===== src/rtl/ccs_pkg.sv =====
// Shared constants, codes and types for the circular curve element solver.
package ccs_pkg;

  localparam int LEN_W = 28;
  localparam int CRD_W = 32;
  localparam int OP_W = 3;
  localparam int IDX_W = 3;
  localparam int NUM_W = 61;
  localparam int DEN_W = 34;
  localparam int DIV_LAT = LEN_W + 1;
  localparam int N_ITER = 22;

  localparam logic [LEN_W-1:0] LEN_MAX = '1;
  localparam logic [29:0] CORDIC_K = 30'd652032874;
  localparam logic [30:0] ONE_Q30 = 31'h4000_0000;
  localparam logic [18:0] TWO_PI_Q16 = 19'd411775;
  localparam logic [26:0] DC_CONST = 27'd112648086;

  localparam logic [OP_W-1:0] OP_DEGREE = 3'd0;
  localparam logic [OP_W-1:0] OP_RADIUS = 3'd1;
  localparam logic [OP_W-1:0] OP_TANGENT = 3'd2;
  localparam logic [OP_W-1:0] OP_EXTERNAL = 3'd3;
  localparam logic [OP_W-1:0] OP_ARC = 3'd4;

  localparam logic [1:0] ST_OK = 2'd0;
  localparam logic [1:0] ST_BACK = 2'd1;
  localparam logic [1:0] ST_AHEAD = 2'd2;
  localparam logic [1:0] ST_SAT = 2'd3;

  localparam logic [IDX_W-1:0] REG_APEX_X = 3'd0;
  localparam logic [IDX_W-1:0] REG_APEX_Y = 3'd1;
  localparam logic [IDX_W-1:0] REG_BACK_X = 3'd2;
  localparam logic [IDX_W-1:0] REG_BACK_Y = 3'd3;
  localparam logic [IDX_W-1:0] REG_AHEAD_X = 3'd4;
  localparam logic [IDX_W-1:0] REG_AHEAD_Y = 3'd5;
  localparam logic [IDX_W-1:0] REG_BACK_LIM = 3'd6;
  localparam logic [IDX_W-1:0] REG_AHEAD_LIM = 3'd7;

  // sin/cos of half deflection (Q30), 1 - cos, and deflection times 2*pi (Q32)
  typedef struct packed {
    logic [30:0] s;
    logic [30:0] c;
    logic [30:0] omc;
    logic [33:0] dfl_k;
  } geo_t;

  // atan(2^-i) in 1/2^24 turn
  function automatic logic [21:0] atan_val(input logic [4:0] idx);
    logic [21:0] v;
    case (idx)
      5'd0: v = 22'd2097152;
      5'd1: v = 22'd1238021;
      5'd2: v = 22'd654136;
      5'd3: v = 22'd332050;
      5'd4: v = 22'd166669;
      5'd5: v = 22'd83416;
      5'd6: v = 22'd41718;
      5'd7: v = 22'd20860;
      5'd8: v = 22'd10430;
      5'd9: v = 22'd5215;
      5'd10: v = 22'd2608;
      5'd11: v = 22'd1304;
      5'd12: v = 22'd652;
      5'd13: v = 22'd326;
      5'd14: v = 22'd163;
      5'd15: v = 22'd81;
      5'd16: v = 22'd41;
      5'd17: v = 22'd20;
      5'd18: v = 22'd10;
      5'd19: v = 22'd5;
      5'd20: v = 22'd3;
      5'd21: v = 22'd1;
      default: v = 22'd0;
    endcase
    return v;
  endfunction

endpackage


===== src/rtl/ccs_geo.sv =====
// Iterative geometry unit: bearings, deflection angle and its half-angle sine and cosine.
module ccs_geo (
  input  logic                clk,
  input  logic                rst,
  input  logic                start,
  input  logic signed [31:0]  apex_x,
  input  logic signed [31:0]  apex_y,
  input  logic signed [31:0]  back_x,
  input  logic signed [31:0]  back_y,
  input  logic signed [31:0]  ahead_x,
  input  logic signed [31:0]  ahead_y,
  output logic                busy,
  output ccs_pkg::geo_t       geo
);

  localparam logic [2:0] G_IDLE  = 3'd0;
  localparam logic [2:0] G_LOAD  = 3'd1;
  localparam logic [2:0] G_NORM  = 3'd2;
  localparam logic [2:0] G_SHIFT = 3'd3;
  localparam logic [2:0] G_VEC   = 3'd4;
  localparam logic [2:0] G_ROT0  = 3'd5;
  localparam logic [2:0] G_ROT   = 3'd6;
  localparam logic [2:0] G_FIN   = 3'd7;
  localparam logic [4:0] LAST_IT = 5'(ccs_pkg::N_ITER - 1);

  function automatic logic [32:0] mag(input logic signed [32:0] v);
    return v[32] ? 33'(-v) : 33'(v);
  endfunction

  // left shift that brings the larger magnitude up to bit 39
  function automatic logic [5:0] lead_shift(input logic [32:0] m);
    logic [5:0] pos;
    pos = '0;
    for (int p = 0; p < 33; p++) begin
      if (m[p]) pos = 6'(p);
    end
    return 6'd39 - pos;
  endfunction

  logic [2:0]          state;
  logic [4:0]          i;
  logic signed [32:0]  dx_b, dy_b, dx_a, dy_a;
  logic [5:0]          k_b, k_a;
  logic                zero_b, zero_a;
  logic signed [43:0]  xb, yb, xa, ya;
  logic signed [25:0]  angb, anga;
  logic [15:0]         dfl;
  logic signed [33:0]  rx, ry;
  logic signed [25:0]  rz;

  logic signed [43:0]  xs_b, ys_b, xs_a, ys_a;
  logic signed [43:0]  xb_next, yb_next, xa_next, ya_next;
  logic signed [25:0]  angb_next, anga_next, rz_next, at;
  logic signed [33:0]  rx_next, ry_next;
  logic [24:0]         bsum_b, bsum_a;
  logic [15:0]         bear_b, bear_a, inc, inc_f, dfl_next;
  logic [30:0]         c_next, s_next;

  assign busy = state != G_IDLE;

  always_comb begin
    at   = signed'(26'(ccs_pkg::atan_val(i)));
    xs_b = 44'(dx_b) <<< k_b;
    ys_b = 44'(dy_b) <<< k_b;
    xs_a = 44'(dx_a) <<< k_a;
    ys_a = 44'(dy_a) <<< k_a;

    if (!yb[43]) begin
      xb_next   = xb + (yb >>> i);
      yb_next   = yb - (xb >>> i);
      angb_next = angb + at;
    end else begin
      xb_next   = xb - (yb >>> i);
      yb_next   = yb + (xb >>> i);
      angb_next = angb - at;
    end
    if (!ya[43]) begin
      xa_next   = xa + (ya >>> i);
      ya_next   = ya - (xa >>> i);
      anga_next = anga + at;
    end else begin
      xa_next   = xa - (ya >>> i);
      ya_next   = ya + (xa >>> i);
      anga_next = anga - at;
    end

    if (!rz[25]) begin
      rx_next = rx - (ry >>> i);
      ry_next = ry + (rx >>> i);
      rz_next = rz - at;
    end else begin
      rx_next = rx + (ry >>> i);
      ry_next = ry - (rx >>> i);
      rz_next = rz + at;
    end

    bsum_b = {1'b0, angb[23:0]} + 25'd128;
    bsum_a = {1'b0, anga[23:0]} + 25'd128;
    bear_b = zero_b ? '0 : bsum_b[23:8];
    bear_a = zero_a ? '0 : bsum_a[23:8];
    inc    = bear_b - bear_a;
    inc_f  = (inc > 16'd32768) ? (16'd0 - inc) : inc;
    dfl_next = 16'd32768 - inc_f;

    if (rx[33])                        c_next = '0;
    else if (rx > 34'sd1073741824)     c_next = ccs_pkg::ONE_Q30;
    else                               c_next = rx[30:0];
    if (ry[33])                        s_next = '0;
    else if (ry > 34'sd1073741824)     s_next = ccs_pkg::ONE_Q30;
    else                               s_next = ry[30:0];
  end

  always_ff @(posedge clk) begin
    if (rst) begin
      state <= G_LOAD;
      i     <= '0;
    end else if (start) begin
      state <= G_LOAD;
      i     <= '0;
    end else begin
      case (state)
        G_IDLE:  state <= G_IDLE;
        G_LOAD:  state <= G_NORM;
        G_NORM:  state <= G_SHIFT;
        G_SHIFT: begin
          state <= G_VEC;
          i     <= '0;
        end
        G_VEC: begin
          if (i == LAST_IT) state <= G_ROT0;
          else i <= i + 5'd1;
        end
        G_ROT0: begin
          state <= G_ROT;
          i     <= '0;
        end
        G_ROT: begin
          if (i == LAST_IT) state <= G_FIN;
          else i <= i + 5'd1;
        end
        G_FIN:   state <= G_IDLE;
        default: state <= G_IDLE;
      endcase
    end
  end

  always_ff @(posedge clk) begin
    case (state)
      G_LOAD: begin
        dx_b <= 33'(back_x) - 33'(apex_x);
        dy_b <= 33'(back_y) - 33'(apex_y);
        dx_a <= 33'(ahead_x) - 33'(apex_x);
        dy_a <= 33'(ahead_y) - 33'(apex_y);
      end
      G_NORM: begin
        k_b    <= lead_shift(mag(dx_b) | mag(dy_b));
        k_a    <= lead_shift(mag(dx_a) | mag(dy_a));
        zero_b <= (dx_b == '0) && (dy_b == '0);
        zero_a <= (dx_a == '0) && (dy_a == '0);
      end
      G_SHIFT: begin
        // left half-plane: rotate by a half turn first
        if (xs_b[43]) begin
          xb   <= -xs_b;
          yb   <= -ys_b;
          angb <= 26'sd8388608;
        end else begin
          xb   <= xs_b;
          yb   <= ys_b;
          angb <= '0;
        end
        if (xs_a[43]) begin
          xa   <= -xs_a;
          ya   <= -ys_a;
          anga <= 26'sd8388608;
        end else begin
          xa   <= xs_a;
          ya   <= ys_a;
          anga <= '0;
        end
      end
      G_VEC: begin
        xb   <= xb_next;
        yb   <= yb_next;
        angb <= angb_next;
        xa   <= xa_next;
        ya   <= ya_next;
        anga <= anga_next;
      end
      G_ROT0: begin
        dfl <= dfl_next;
        rx  <= signed'(34'(ccs_pkg::CORDIC_K));
        ry  <= '0;
        rz  <= signed'(26'({dfl_next, 7'd0}));
      end
      G_ROT: begin
        rx <= rx_next;
        ry <= ry_next;
        rz <= rz_next;
      end
      G_FIN: begin
        geo.c     <= c_next;
        geo.s     <= s_next;
        geo.omc   <= ccs_pkg::ONE_Q30 - c_next;
        geo.dfl_k <= 34'(dfl) * 34'(ccs_pkg::TWO_PI_Q16);
      end
      default: ;
    endcase
  end

endmodule


===== config.mk =====
export PLATFORM = sky130hd
export DESIGN_NAME = ccs_geo
export DESIGN_NICKNAME = d
export VERILOG_FILES = /design/src/rtl/ccs_pkg.sv /design/src/rtl/ccs_geo.sv
export SDC_FILE = /design/constraint.sdc
export NUM_CORES = 2
export LEC_CHECK = 0
export BUFFER_PORTS_ARGS = -buffer_cell sky130_fd_sc_hd__clkbuf_2
export CORE_MARGIN = 5
export CORE_UTILIZATION = 65
export CTS_CLUSTER_SIZE = 12
export DETAILED_ROUTE_END_ITERATION = 6
export PLACE_DENSITY = 0.83
export SLEW_MARGIN = 15
export SYNTH_ARGS = -nofsm -noshare
export SYNTH_HDL_FRONTEND = slang
export SYNTH_SLANG_ARGS = --single-unit

===== constraint.sdc =====
create_clock -name clk -period 41 [get_ports clk]
set_input_delay 6.15 -clock clk [delete_from_list [all_inputs] [get_ports clk]]
set_output_delay 6.15 -clock clk [all_outputs]
set_load 0.05 [all_outputs]

==> flow_summary.json <==
{
  "synth_most_common_cell": "nor2_1",
  "yosys_warnings": 0,
  "vdd_drop_max_uv": 39.2,
  "async_reset_ff_share_pct": 0,
  "syn_nets": 11000,
  "cts-hold-fix-buffers": 0,
  "ys_seq_area_share_pct": 21.0,
  "crit_path_start": "i[0]",
  "initial_utilization_pct": 65.3,
  "crit_slowest_cell": "buf_4",
  "cts.sinks": 636,
  "slowest_delay_ns": 0.87,
  "violations": "design-rule violations",
  "rr_worst_depth": 25,
  "crit_required_ns": 41.47,
  "place_congestion": 1.01,
  "fmax_mhz": 105,
  "fin_crit_sh_pct": 23.3,
  "path_clk_slew_ns": 0.06,
  "grt_pass1_vias": 79700,
  "insertion_delay_ns": 0.72,
  "report.power.total_mw": 2.64,
  "slew_headroom_pct": 14.1,
  "maxCapViolations": 0,
  "wl_met1_um": 109000,
  "post_cts_buffers": 0,
  "synth_area_leaders": "edfxtp_1 (20%), mux4_2 (13%), ha_1 (8.8%)",
  "ys_ff_latch": 636,
  "yosys_most_used_dff": "edfxtp_1",
  "core_um2": 137000,
  "cp-start-kind": "register",
  "setup-tns-final_ns": 0,
  "fp.dieArea_um2": 145000,
  "netlist_area_um2": 89600,
  "core.rowCount": 136,
  "rsz0062_at_grt": "no",
  "cts_tree": "built",
  "drcViolationCount": 4,
  "die_h_um": 381,
  "dp_hpwl_um": 234000,
  "initialDrtViolationCount": 10800,
  "finalNetCount": 10900,
  "numCtsBuffers": 79,
  "fin_crit_ns": 9.55,
  "htree_num_levels": 3,
  "final_core_util_pct": 68.7,
  "final-hold-violation-count": 0,
  "wl_met2_um": 141000,
  "io_buffer_count": 322,
  "holdPathStages": 2,
  "leakagePower_nw": 37.6,
  "grt_use_total_pct": 40.0,
  "yosys.area.top_type": "edfxtp_1",
  "hold_class": "reg -> reg",
  "grt_max_degree": 178,
  "r2r-start": "i[0]",
  "crit_top_cell": "o21ai_0",
  "post_cts_resized": 0,
  "cts_buffer_depth": 3,
  "crit_path_max_fanout": 56,
  "wirelength_um": 302000,
  "syn_avg_cell_area_um2": 8.91,
  "nFillCells": 10700,
  "worstSetupPathType": "reg -> reg",
  "drive_above_1_share_pct": 13.7,
  "critical_path.top_delay_family": "compound AO/OA/AOI/OAI gates",
  "vias": 83800,
  "skew_ns": 0.0470,
  "pin_count": 323,
  "min_from": "rz[0]",
  "drt-pass1-iter-count": 7,
  "antenna_found_initial": 13,
  "wl_met3_um": 28800,
  "top_layer": "met5",
  "viasPerCell": 7.08,
  "outcome": "finished, violations left",
  "synthToLayoutAreaGrowth_pct": 5.26,
  "path_depth": 25,
  "worstMarginPinSlew_ns": 1.28,
  "synth_commonest_cells": "nor2_1 (1018), nand2_1 (781), a21oi_1 (762), ha_1 (628), edfxtp_1 (606)",
  "synth_cell_types": 114,
  "synth_enable_flop_cells": 606,
  "power_per_cell_area_nw_per_um2": 28.0,
  "antenna_left": 0,
  "finalMaxSlewViolations": 0,
  "fp.dieW_um": 381,
  "synthCells": 10100,
  "regArea_um2": 18800,
  "hold-worst-slack_ns": 0.699,
  "synth_top_area_share_pct": 20.3,
  "crit_path_end_kind": "register",
  "path_buf_inv": 3,
  "grt-ovfl-total": 0,
  "critPathArrivalTime_ns": 10.02,
  "multiInputGateArea_um2": 66700,
  "wl_per_cell_um": 25.5,
  "setup_viol": 0,
  "cts_root_buf": "clkbuf_16",
  "grt_pass1_wl_um": 462000
}
==> power by group <==
group | internal (mW) | switching, mW
clock | 0.388 | 0.318
combinational | 0.447 | 0.626
sequential | 0.779 | 0.0842
==> metrics by stage <==
step / cells / instance area (um2) / setup WS [ns]
2_1_floorplan: 10100 / 89600 / 23.48
3_3_place_gp: 11700 / 91700 / 30.75
3_5_place_dp: 11700 / 91700 / 30.80
4_1_cts: 11800 / 94300 / 31.48
5_1_grt: 11800 / 94300 / 30.61
6_report: 11800 / 94300 / 31.45
==> final timing paths <==
check,endpoint,slack [ns]
setup / recovery,ry[32],31.45
hold / removal,rz[0],0.70
setup reg to reg,ry[32],31.45
hold reg to reg,rz[0],0.70
==> worst min-delay path, stage by stage (launching register included) <==
cell and delay [ns]:
edfxtp_1 0.33, ha_1 0.12, and3_1 0.14
==> metal layers <==
metal	vias up	track usage, %
met5	-	0
li1	37500	-
met3	1190	7.16
met1	39800	48.7
met2	5286	66.1
met4	16	24.6
==> layout by cell type (no fill, tap or decap), types with 80 or more instances in the layout <==
cell type  synthesis  routed
nor2_1          1018    1015
nand2_1          781     780
a21oi_1          762     762
ha_1             628     628
edfxtp_1         606     606
o21ai_0          568     566
xnor2_1          564     564
mux4_2           518     518
xor2_1           446     446
inv_1            421     415
clkbuf_2           4     322
mux2i_1          247     247
nor3_1           240     238
a21o_1           191     191
nand3_1          186     186
mux2_2           180     180
a31oi_1          137     137
and3_1           129     128
nand2b_1         125     124
and2_1           121     119
or3_1            111     111
o21a_1           107     107
a211oi_1         105     105
o31ai_1          104     104
fa_1             101     101
nor2b_1          100     100
buf_4             35      82
clkbuf_16          0      80
==> final cells by class <==
cell class	count	share of cell area, %
antenna	7	0.0186
tap	1794	2.38
clock inverter	46	0.494
multi-input combinational	8425	70.8
sequential	636	20.0
timing repair buffer	408	2.45
clock buffer	96	2.22
inverter	428	1.73
==> logic make-up (layout without fill, tap and decap cells) <==
kind of cell | Yosys count | after routing | share of synthesized area, %
and+or+nand+nor | 3153 | 3153 | 16.8
AOI/OAI and AO/OA | 2576 | 2576 | 18.3
xor gates and xnor gates | 1010 | 1010 | 9.88
buffers and inverters | 994 | 978 | 4.63
muxes | 957 | 957 | 18.4
adders and majority gates | 729 | 729 | 11.0
DFF | 636 | 636 | 21.0
other | 0 | 7 | 0
==> state kept, by name (all words and copies together) (netlist names), 34 cells and up <==
signal / cells
ya: 44
rx: 34
geo: 126
yb: 44
xa: 44
xb: 44
ry: 34
(Power assumes the default switching activity.)
